--- config.mk ---
export PLATFORM = sky130hd
export DESIGN_NAME = dbr_fifo
export DESIGN_NICKNAME = d
export VERILOG_FILES = /design/src/assert_macros.svh /design/src/dbr_pkg.sv /design/src/dbr_fifo.sv
export SDC_FILE = /design/constraint.sdc
export NUM_CORES = 1
export LEC_CHECK = 0
export ABC_AREA = 1
export BUFFER_PORTS_ARGS = -buffer_cell sky130_fd_sc_hd__buf_4
export CAP_MARGIN = 15
export CORE_ASPECT_RATIO = 1.2
export CORE_MARGIN = 2
export CORE_UTILIZATION = 45
export CTS_BUF_LIST = sky130_fd_sc_hd__clkbuf_16
export DETAILED_ROUTE_END_ITERATION = 10
export PLACE_DENSITY = 0.75
export SLEW_MARGIN = 30
export SYNTH_ARGS = -nofsm -noshare
export SYNTH_HDL_FRONTEND = slang
export SYNTH_SLANG_ARGS = --single-unit
export TNS_END_PERCENT = 50
--- constraint.sdc ---
create_clock -name clk -period 3.34 [get_ports clk]
set_clock_uncertainty 0.15 [all_clocks]
set_input_delay 0.501 -clock clk [delete_from_list [all_inputs] [get_ports clk]]
set_output_delay 0.501 -clock clk [all_outputs]
set_load 0.1 [all_outputs]
--- src/assert_macros.svh ---
// assertion macros shared by the despreader rtl
// no dependencies; included by the top level
`ifndef ASSERT_MACROS_SVH
`define ASSERT_MACROS_SVH
`ifndef SYNTHESIS
// same-cycle implication under reset
`define DBR_ASSERT_IMP(label, clk, rst_n, ante, cons) \
    label: assert property (@(posedge clk) disable iff (!rst_n) (ante) |-> (cons)) \
        else $error("dbr assertion failed");
// next-cycle implication under reset
`define DBR_ASSERT_NEXT(label, clk, rst_n, ante, cons) \
    label: assert property (@(posedge clk) disable iff (!rst_n) (ante) |=> (cons)) \
        else $error("dbr assertion failed");
`else
`define DBR_ASSERT_IMP(label, clk, rst_n, ante, cons)
`define DBR_ASSERT_NEXT(label, clk, rst_n, ante, cons)
`endif
`endif

--- src/dbr_pkg.sv ---
// shared types and constants for the barker despreading receiver
// no dependencies; imported by every module of the block
package dbr_pkg;

    localparam int TAPS_DEF  = 32;
    localparam int DELAY_DEF = 16;
    localparam int SPS       = 44;
    localparam int SMP_W     = 12;
    localparam int TAP_W     = 16;
    localparam int TIDX_W    = 5;
    localparam int Y_W       = 16;
    localparam int ACC_W     = 24;
    localparam int POS_W     = 7;
    localparam int PROD_W    = SMP_W + TAP_W;
    localparam int DOT_W     = 2 * ACC_W + 1;
    localparam int RND_SH    = 14;
    localparam int QDEPTH    = 2;

    // barker chips, bit k set when chip k is +1
    localparam logic [10:0] BARKER_POS = 11'h0ED;

    localparam logic signed [ACC_W-1:0] START_REF = -24'sd44;
    localparam logic signed [ACC_W-1:0] RESET_REF = -24'sd1;

    typedef enum logic {
        OP_SAMPLE,
        OP_LOAD
    } op_kind_t;

    typedef struct packed {
        op_kind_t                 kind;
        logic                     pkt_start;
        logic signed [SMP_W-1:0]  smp_i;
        logic signed [SMP_W-1:0]  smp_q;
        logic [TIDX_W-1:0]        tap_idx;
        logic signed [TAP_W-1:0]  tap_val;
    } op_t;

    typedef enum logic [2:0] {
        ST_IDLE,
        ST_MAC,
        ST_ROUND,
        ST_DESPREAD,
        ST_DOT_MUL,
        ST_DOT_SUM
    } back_state_t;

    typedef struct packed {
        logic idle;
        logic emit;
    } back_stat_t;

endpackage

--- src/dbr_fifo.sv ---
// short work queue between front and back end
// depends on dbr_pkg
module dbr_fifo
    import dbr_pkg::*;
(
    input  logic clk,
    input  logic rst_n,
    input  logic q_push,
    input  op_t  q_op_in,
    output logic q_full,
    input  logic q_pop,
    output logic q_valid,
    output op_t  q_op_out
);

    localparam int PW = QDEPTH > 1 ? $clog2(QDEPTH) : 1;
    localparam int CW = $clog2(QDEPTH + 1);
    localparam logic [PW-1:0] PLAST = PW'(QDEPTH - 1);

    op_t           mem [QDEPTH];
    logic [PW-1:0] wr_ptr_reg, wr_ptr_next;
    logic [PW-1:0] rd_ptr_reg, rd_ptr_next;
    logic [CW-1:0] count_reg, count_next;

    assign q_full   = count_reg == CW'(QDEPTH);
    assign q_valid  = count_reg != '0;
    assign q_op_out = mem[rd_ptr_reg];

    always_comb
    begin
        wr_ptr_next = wr_ptr_reg;
        rd_ptr_next = rd_ptr_reg;
        count_next  = count_reg;
        if (q_push)
        begin
            wr_ptr_next = (wr_ptr_reg == PLAST) ? '0 : wr_ptr_reg + 1'b1;
        end
        if (q_pop)
        begin
            rd_ptr_next = (rd_ptr_reg == PLAST) ? '0 : rd_ptr_reg + 1'b1;
        end
        if (q_push && !q_pop)
        begin
            count_next = count_reg + 1'b1;
        end
        else if (q_pop && !q_push)
        begin
            count_next = count_reg - 1'b1;
        end
    end

    always_ff @(posedge clk or negedge rst_n)
    begin
        if (!rst_n)
        begin
            wr_ptr_reg <= '0;
            rd_ptr_reg <= '0;
            count_reg  <= '0;
        end
        else
        begin
            wr_ptr_reg <= wr_ptr_next;
            rd_ptr_reg <= rd_ptr_next;
            count_reg  <= count_next;
        end
    end

    always_ff @(posedge clk)
    begin
        if (q_push)
        begin
            mem[wr_ptr_reg] <= q_op_in;
        end
    end

endmodule

==> reports/qor.csv, run 1 <==
metric;value;unit
status;complete, no violations;
Die W;86.5;µm
commonest cells after routing, fill and taps aside;buf_4 (103), edfxtp_1 (94), mux2_2 (27);
layout cells sized above 1;58.5;%
Yosys cell types;14;
family with the most delay on the worst path;flip-flops;
postcts setup bufs;0;
CTS clk-pin slew, worst paths;0.06;ns
area of the multi-input gates;692;µm²
via count;1862;
Min Clock Period, post-route;2.58;ns
setup violators final;0;
Critical Path AT;1.92;ns
WS Path Type;flip-flop to output port;
Die Y;103;µm
GR Util met2;22.4;%
Reg2Reg Setup Slack;1.53;ns
DP Wirelength;3.98;mm
DRC violation count after routing;0;
Global Route met1 Usage;15.7;%
WL/cell;15.8;µm
worst-margin pin slew;0.653;ns
register area;2920;µm²
# fillers;592;
Worst setup SP type;flip-flop;
Cells after DPL;365;
met3 Use GR;4.32;%
routability cong.;0.748;
share of the yosys chip area belonging to registers;79.5;%
worst min-delay path startpoint;q_op_in[8];
1st-iter DRT viols;70;
grt peak-use layer;met2;
die area;8910;µm²
synth top area cells;edfxtp_1 (77%), mux2_2 (8.3%), mux2_4 (8.2%), dfrtp_1 (2.7%), buf_6 (0.92%);
Yosys reg bits;98;
setup TNS;0;ns
CTS H-Tree Depth;3;
Critical Path Start;rd_ptr_reg;
number of max-cap violations;0;
global-route wire length before repair;8.80;mm
Mapped Cells;171;
Starting Density;45.9;%
upper clock frequency limit;0.388;GHz
type of the worst min-delay path;input pin to flip-flop;
Reg-to-Reg Start;wr_ptr_reg;
largest net degree at the start of global routing;35;
Clock Path Buffers;2;
YS warnings;0;
critical path's slowest cell;dfrtp_2;
CP max FO;34;
total gr overflow;0;
io pins;100;
cts bufs inserted;9;
vias in the first global route;1871;
mean post-synth cell area;21.5;µm²
clock root cell;clkbuf_16;
commonest non-fill, non-tap cell in the layout;buf_4;
GRT Util Overall;13.5;%
max incr delay on CP;0.66;ns
Area Overhead vs Synth;31.9;%
IO Port Bufs;99;
share of the synthesized area in the top cell type;76.8;%
worst skew pair latency;0.33;ns
final-report hold violation count;0;
max FFs per register;94;
Total Wirelength;6.02;mm
TritonCTS Sinks;98;
post-DR vias/cell;4.87;
first drt pass iteration count;4;
max_slew headroom;56.4;%
syn_nets;223;
area leader, netlist;edfxtp_1;
ANT nets after route;0;
RSZ-0062 raised after global routing;no;
antenna cells;0;
crit path cell chain;buf_12 > mux2_2 > buf_4;
critical path endpoint category;output port;
initial antenna violation count;0;
mapped cell area;3680;µm²
nets;334;
Final Cycle Share;77.1;%
Required @ worst endpoint;2.69;ns
Finished Layout Cells;382;
CTS tree;done;
Core Util, Final;60.5;%
row count;36;
Slew Viols, Final;0;
Buffers & Inverters on Critical Path;2;
core footprint;8020;µm²
==> synth_stat cells <==
master    instances
xor2_1            2
nand3_1           1
edfxtp_1         94
nand2_1           6
nor2_1            2
dfrtp_1           4
mux2_4           20
buf_6             3
nand4_1           1
xnor2_1           1
buf_2             2
inv_1             7
mux2_2           27
ha_1              1
==> layer usage <==
| metal | part of all wire [%] | wire [µm] | vias up |
|---|---|---|---|
| met3 | 6.8 | 412 | 9 |
| li1 | - | - | 874 |
| met5 | 0 | 0 | - |
| met4 | 1.7 | 100 | 0 |
| met2 | 52 | 3120 | 62 |
| met1 | 40 | 2380 | 917 |
==> stage by stage <==
| stage | area [µm²] | hold WS [ns] | setup slack (ns) |
|---|---|---|---|
| 2_1_floorplan | 3680 | 0.0554 | 0.221 |
| 3_3_place_gp | 4550 | 0.154 | 1.11 |
| 3_5_place_dp | 4550 | 0.154 | 1.09 |
| 4_1_cts | 4850 | 0.190 | 0.733 |
| 5_1_grt | 4850 | 0.187 | 0.677 |
| 6_report | 4850 | 0.203 | 0.764 |
==> worst reg2reg max path, delay by kind of cell, from the launching register on <==
kind          cells  cell delay (ns)
simple gates      1             0.55
flops             1             0.43
buf+inv           1             0.36
==> layout make-up <==
cell class	count	area share, %
Multi-Input combinational cell	61	14.3
Tap cell	95	2.45
Inverter	7	0.542
Timing Repair Buffer	105	16.6
Sequential cell	98	60.3
Clock inverter	7	1.24
Clock buffer	9	4.64
==> timing repair <==
item                      CTS  global route
hold buffers                1             0
hold endpoints to repair    4             0
gates resized for setup     0             0
==> cells by family (layout without fill, tap and decap cells) <==
logic type    Yosys count  in the layout  synth area share, %
flops                  98             98                 79.5
mux                    47             47                 16.4
buf+inv                12            128                 1.91
simple gates           10             10                 1.12
xor+xnor                3              3                0.715
fa+ha+maj               1              1                0.340
==> worst paths after layout <==
| kind | end | depth (start not counted) |
|---|---|---|
| worst max-delay path | q_op_out[41] | 3 |
| worst min-delay path | mem[0][8] | 1 |
| worst max register to register | mem[0][26] | 2 |
| worst min register to register | count_reg[1] | 2 |
| max in group asynchronous | rd_ptr_reg | 2 |
| min in group asynchronous | wr_ptr_reg | 2 |
Power of run 1 is left out: the tool's default activity adds up to more than one toggle a clock period on the data nets, which glitch-free logic cannot reach.
==> inputs of run 2 (changes only) <==
--- a/config.mk
+++ b/config.mk
@@ -13,7 +13,7 @@
 export CORE_UTILIZATION = 45
 export CTS_BUF_LIST = sky130_fd_sc_hd__clkbuf_16
 export DETAILED_ROUTE_END_ITERATION = 10
-export PLACE_DENSITY = 0.75
+export PLACE_DENSITY = 0.78
 export SLEW_MARGIN = 30
 export SYNTH_ARGS = -nofsm -noshare
 export SYNTH_HDL_FRONTEND = slang
==> constraint.sdc (replaced) <==
create_clock -name clk -period 2.3 [get_ports clk]
set_clock_uncertainty 0.15 [all_clocks]
set_input_delay 0.345 -clock clk [delete_from_list [all_inputs] [get_ports clk]]
set_output_delay 0.345 -clock clk [all_outputs]
set_load 0.1 [all_outputs]
==> run 2 against run 1 <==
Final cell count increased by 0.26%. Flip-flop and latch count unchanged. Non-clock buffer count increased by 1. First-iteration DRC count decreased by 17%. Worst setup slack got worse by 0.57 ns. Worst hold slack got worse by 0.16 ns. Via count about the same. Die area unchanged. Clock-buffer cell count did not move. Register-to-register slack worse by 0.59 ns.
==> reports/qor.csv, run 2 (synthesized netlist as in run 1, its figures left out) <==
metric;value;unit
CP max FO;38;
IO Port Bufs;99;
io pins;100;
die area;8910;µm²
Clock Path Buffers;2;
Final Cycle Share;91.4;%
initial antenna violation count;0;
ANT nets after route;0;
cts bufs inserted;9;
setup TNS;0;ns
final-report hold violation count;0;
Critical Path AT;1.61;ns
Die Y;103;µm
global-route wire length before repair;8.85;mm
1st-iter DRT viols;58;
nets;335;
antenna cells;0;
clock root cell;clkbuf_16;
area post-placement;4570;µm²
status;complete, no violations;
WS Path Type;flip-flop to output port;
post-DR vias/cell;4.86;
commonest cells after routing, fill and taps aside;buf_4 (103), edfxtp_1 (94), mux2_2 (27);
GRT Util Overall;13.7;%
# fillers;637;
Die W;86.5;µm
DRC violation count after routing;0;
critical path endpoint category;output port;
RSZ-0062 raised after global routing;no;
Cells after DPL;366;
Min Clock Period, post-route;2.10;ns
type of the worst min-delay path;input pin to flip-flop;
worst-margin pin slew;0.317;ns
worst hold margin;0.0412;ns
Area Overhead vs Synth;32.7;%
number of max-cap violations;0;
CTS H-Tree Depth;3;
DP Wirelength;3.93;mm
Final Instance Area;4880;µm²
row count;36;
setup violators final;0;
routability cong.;0.618;
max FFs per register;94;
Total Wirelength;5.88;mm
WL/cell;15.3;µm
Slew Viols, Final;0;
commonest non-fill, non-tap cell in the layout;buf_4;
total gr overflow;0;
largest net degree at the start of global routing;48;
vias in the first global route;1897;
layout cells sized above 1;59.4;%
worst skew pair latency;0.33;ns
first drt pass iteration count;4;
Starting Density;45.9;%
max_slew headroom;78.9;%
Required @ worst endpoint;1.80;ns
upper clock frequency limit;0.476;GHz
via count;1861;
CTS tree;done;
Worst setup SP type;flip-flop;
core footprint;8020;µm²
CTS clk-pin slew, worst paths;0.06;ns
TritonCTS Sinks;98;
post_cts resized;0;
Finished Layout Cells;383;
-- run 2: worst paths after layout --
path | slack [ns] | endpoint | cells past startpoint | start
worst max register to register | 0.94 | mem[0][19] | 2 | wr_ptr_reg
max in group asynchronous | 1.67 | rd_ptr_reg | 2 | rst_n
worst min-delay path | 0.04 | rd_ptr_reg | 2 | q_pop
worst max-delay path | 0.20 | q_op_out[24] | 3 | rd_ptr_reg
min in group asynchronous | 0.21 | count_reg[0] | 2 | rst_n
worst min register to register | 0.33 | count_reg[1] | 2 | count_reg[1]
-- run 2: per-stage QoR --
step / setup slack (ns) / utilization [%]
CTS: 0.166 / 60.9
global placement: 0.550 / 57.1
finish: 0.197 / 60.9
global route: 0.130 / 60.9
detailed placement: 0.534 / 57.1
floorplan: 0.0904 / -
-- run 2: repair_timing --
item                      CTS  global route
hold buffers                1             0
setup buffers               0             0
hold endpoints to repair    4             0
-- run 2: layout make-up --
cell class / count / area, µm² / area share [%]
sequential: 98 / 2920 / 59.9
timing repair buffer: 106 / 823 / 16.9
multi-input combinational: 61 / 692 / 14.2
clock buffer: 9 / 225 / 4.62
tap: 95 / 119 / 2.44
clock inverter: 7 / 70.1 / 1.44
inverter: 7 / 26.3 / 0.538
-- run 2: critical path, stage by stage (launching register included) --
cell	delay [ns]
dfrtp_2	0.40
buf_12	0.26
mux2_2	0.38
buf_4	0.23
-- run 2: metal layers --
layer	up-vias	routed length [µm]	track usage, %
met4	0	89	7.33
met2	65	3120	23.8
li1	886	-	-
met5	-	0	0
met3	6	399	5.20
met1	904	2270	14.5
Power of run 2 is left out for the same reason.
==> inputs of run 3 (changes only) <==
--- a/config.mk
+++ b/config.mk
@@ -13,7 +13,7 @@
 export CORE_UTILIZATION = 45
 export CTS_BUF_LIST = sky130_fd_sc_hd__clkbuf_16
 export DETAILED_ROUTE_END_ITERATION = 10
-export PLACE_DENSITY = 0.78
+export PLACE_DENSITY = 0.75
 export SLEW_MARGIN = 30
 export SYNTH_ARGS = -nofsm -noshare
 export SYNTH_HDL_FRONTEND = slang
==> constraint.sdc (replaced) <==
create_clock -name clk -period 2.5 [get_ports clk]
set_clock_uncertainty 0.15 [all_clocks]
set_input_delay 0.375 -clock clk [delete_from_list [all_inputs] [get_ports clk]]
set_output_delay 0.375 -clock clk [all_outputs]
set_load 0.1 [all_outputs]
==> run 3 against run 2 <==
First-iteration DRC count down 10%. Non-clock buffer count decreased by 3. Die area did not move. Worst setup slack better by 0.14 ns. Flip-flop and latch count unchanged. Worst hold slack improved by 0.026 ns. Via count fell by 1.5%.
==> reports/qor.csv, run 3 (synthesized netlist as in run 1, its figures left out) <==
metric;value;unit
status;complete, no violations;
Clock Path Buffers;2;
initial antenna violation count;0;
WS Path Type;flip-flop to output port;
Worst R2R Path Depth;3;
global-route wire length before repair;8.99;mm
Required @ worst endpoint;1.98;ns
Reg2Reg Setup Slack;0.92;ns
crit path cell chain;buf_12 > mux2_2 > buf_4;
CTS tree;done;
family with the most delay on the worst path;buffers and inverters;
setup TNS;0;ns
CTS H-Tree Depth;3;
worst-margin pin slew;0.448;ns
post-route setup slack;0.342;ns
GRT Util Overall;13.9;%
CP max FO;48;
via count;1833;
CTS clk-pin slew, worst paths;0.06;ns
worst min-delay path startpoint;q_pop;
1st-iter DRT viols;52;
Final Instance Area;4870;µm²
TritonCTS Sinks;98;
Total Wirelength;5.90;mm
Area Overhead vs Synth;32.5;%
critical path's slowest cell;mux2_2;
post-DR vias/cell;4.85;
max_slew headroom;70.1;%
DRC violation count after routing;0;
ANT nets after route;0;
first drt pass iteration count;4;
hold path depth;2;
Slew Viols, Final;0;
WL/cell;15.6;µm
commonest non-fill, non-tap cell in the layout;buf_4;
Worst setup SP type;flip-flop;
layout cells sized above 1;58.0;%
worst skew pair latency;0.33;ns
Worst Hold Path EP;rd_ptr_reg;
critical path endpoint category;output port;
setup violators final;0;
core footprint;8020;µm²
antenna cells;0;
type of the worst min-delay path;input pin to flip-flop;
upper clock frequency limit;0.463;GHz
Critical Path AT;1.63;ns
Min Clock Period, post-route;2.16;ns
DP Wirelength;3.93;mm
max incr delay on CP;0.39;ns
number of max-cap violations;0;
area post-placement;4560;µm²
die area;8910;µm²
final-report hold violation count;0;
routability cong.;0.694;
commonest cells after routing, fill and taps aside;buf_4 (99), edfxtp_1 (94), mux2_2 (27);
post-place setup slack;0.682;ns
row count;36;
clock root cell;clkbuf_16;
reg-to-reg endpoint;mem[1][9];
IO Port Bufs;99;
Critical Path Start;rd_ptr_reg;
Buffers & Inverters on Critical Path;2;
Die W;86.5;µm
nets;332;
io pins;100;
largest net degree at the start of global routing;49;
# fillers;630;
Die Y;103;µm
Reg-to-Reg Start;wr_ptr_reg;
cts bufs inserted;9;
Starting Density;45.9;%
vias in the first global route;1882;
RSZ-0062 raised after global routing;no;
max FFs per register;94;
Final Cycle Share;86.3;%
total gr overflow;0;
post_cts resized;0;
worst hold margin;0.0675;ns
run 3: area by class of cell:
class                   instances  area, µm²  area share [%]
clock buffers                   9        225            4.62
clock inverters                 5       72.6            1.49
well taps                      95        119            2.44
inverters                       7       26.3           0.539
repair buffers                103        813            16.7
flip-flops and latches         98       2920            60.0
multi-input cells              61        692            14.2
run 3: worst max path at each step:
stage | to | slack [ns] | depth (start not counted)
after floorplan | mem[0][0] | 0.29 | 1
after global placement | q_op_out[32] | 0.67 | 3
after detailed placement | q_op_out[37] | 0.68 | 3
after CTS | q_op_out[32] | 0.31 | 3
after global routing | q_op_out[18] | 0.27 | 3
final | q_op_out[32] | 0.34 | 3
run 3: through the flow:
stage / util [%] / instances
2_1_floorplan: - / 171
3_3_place_gp: 56.9 / 363
3_5_place_dp: 56.9 / 363
4_1_cts: 60.8 / 378
5_1_grt: 60.8 / 378
6_report: 60.8 / 378
run 3: worst reg2reg max path: stages, from the launching register on:
cell	delay (ns)
dfrtp_1	0.42
nand2_1	0.09
inv_2	0.35
buf_12	0.26
run 3: repair_timing:
item,in CTS,in global routing
endpoints found under the hold margin,4,0
setup buffers,0,0
hold buffers,1,0
run 3: per-layer routing:
metal / global-route usage (%) / vias to the layer above / routed length [µm]
li1: - / 875 / -
met1: 15.1 / 888 / 2240
met2: 23.7 / 61 / 3130
met3: 5.12 / 9 / 382
met4: 7.21 / 0 / 134
met5: 0 / - / 0
Power of run 3 is left out for the same reason.
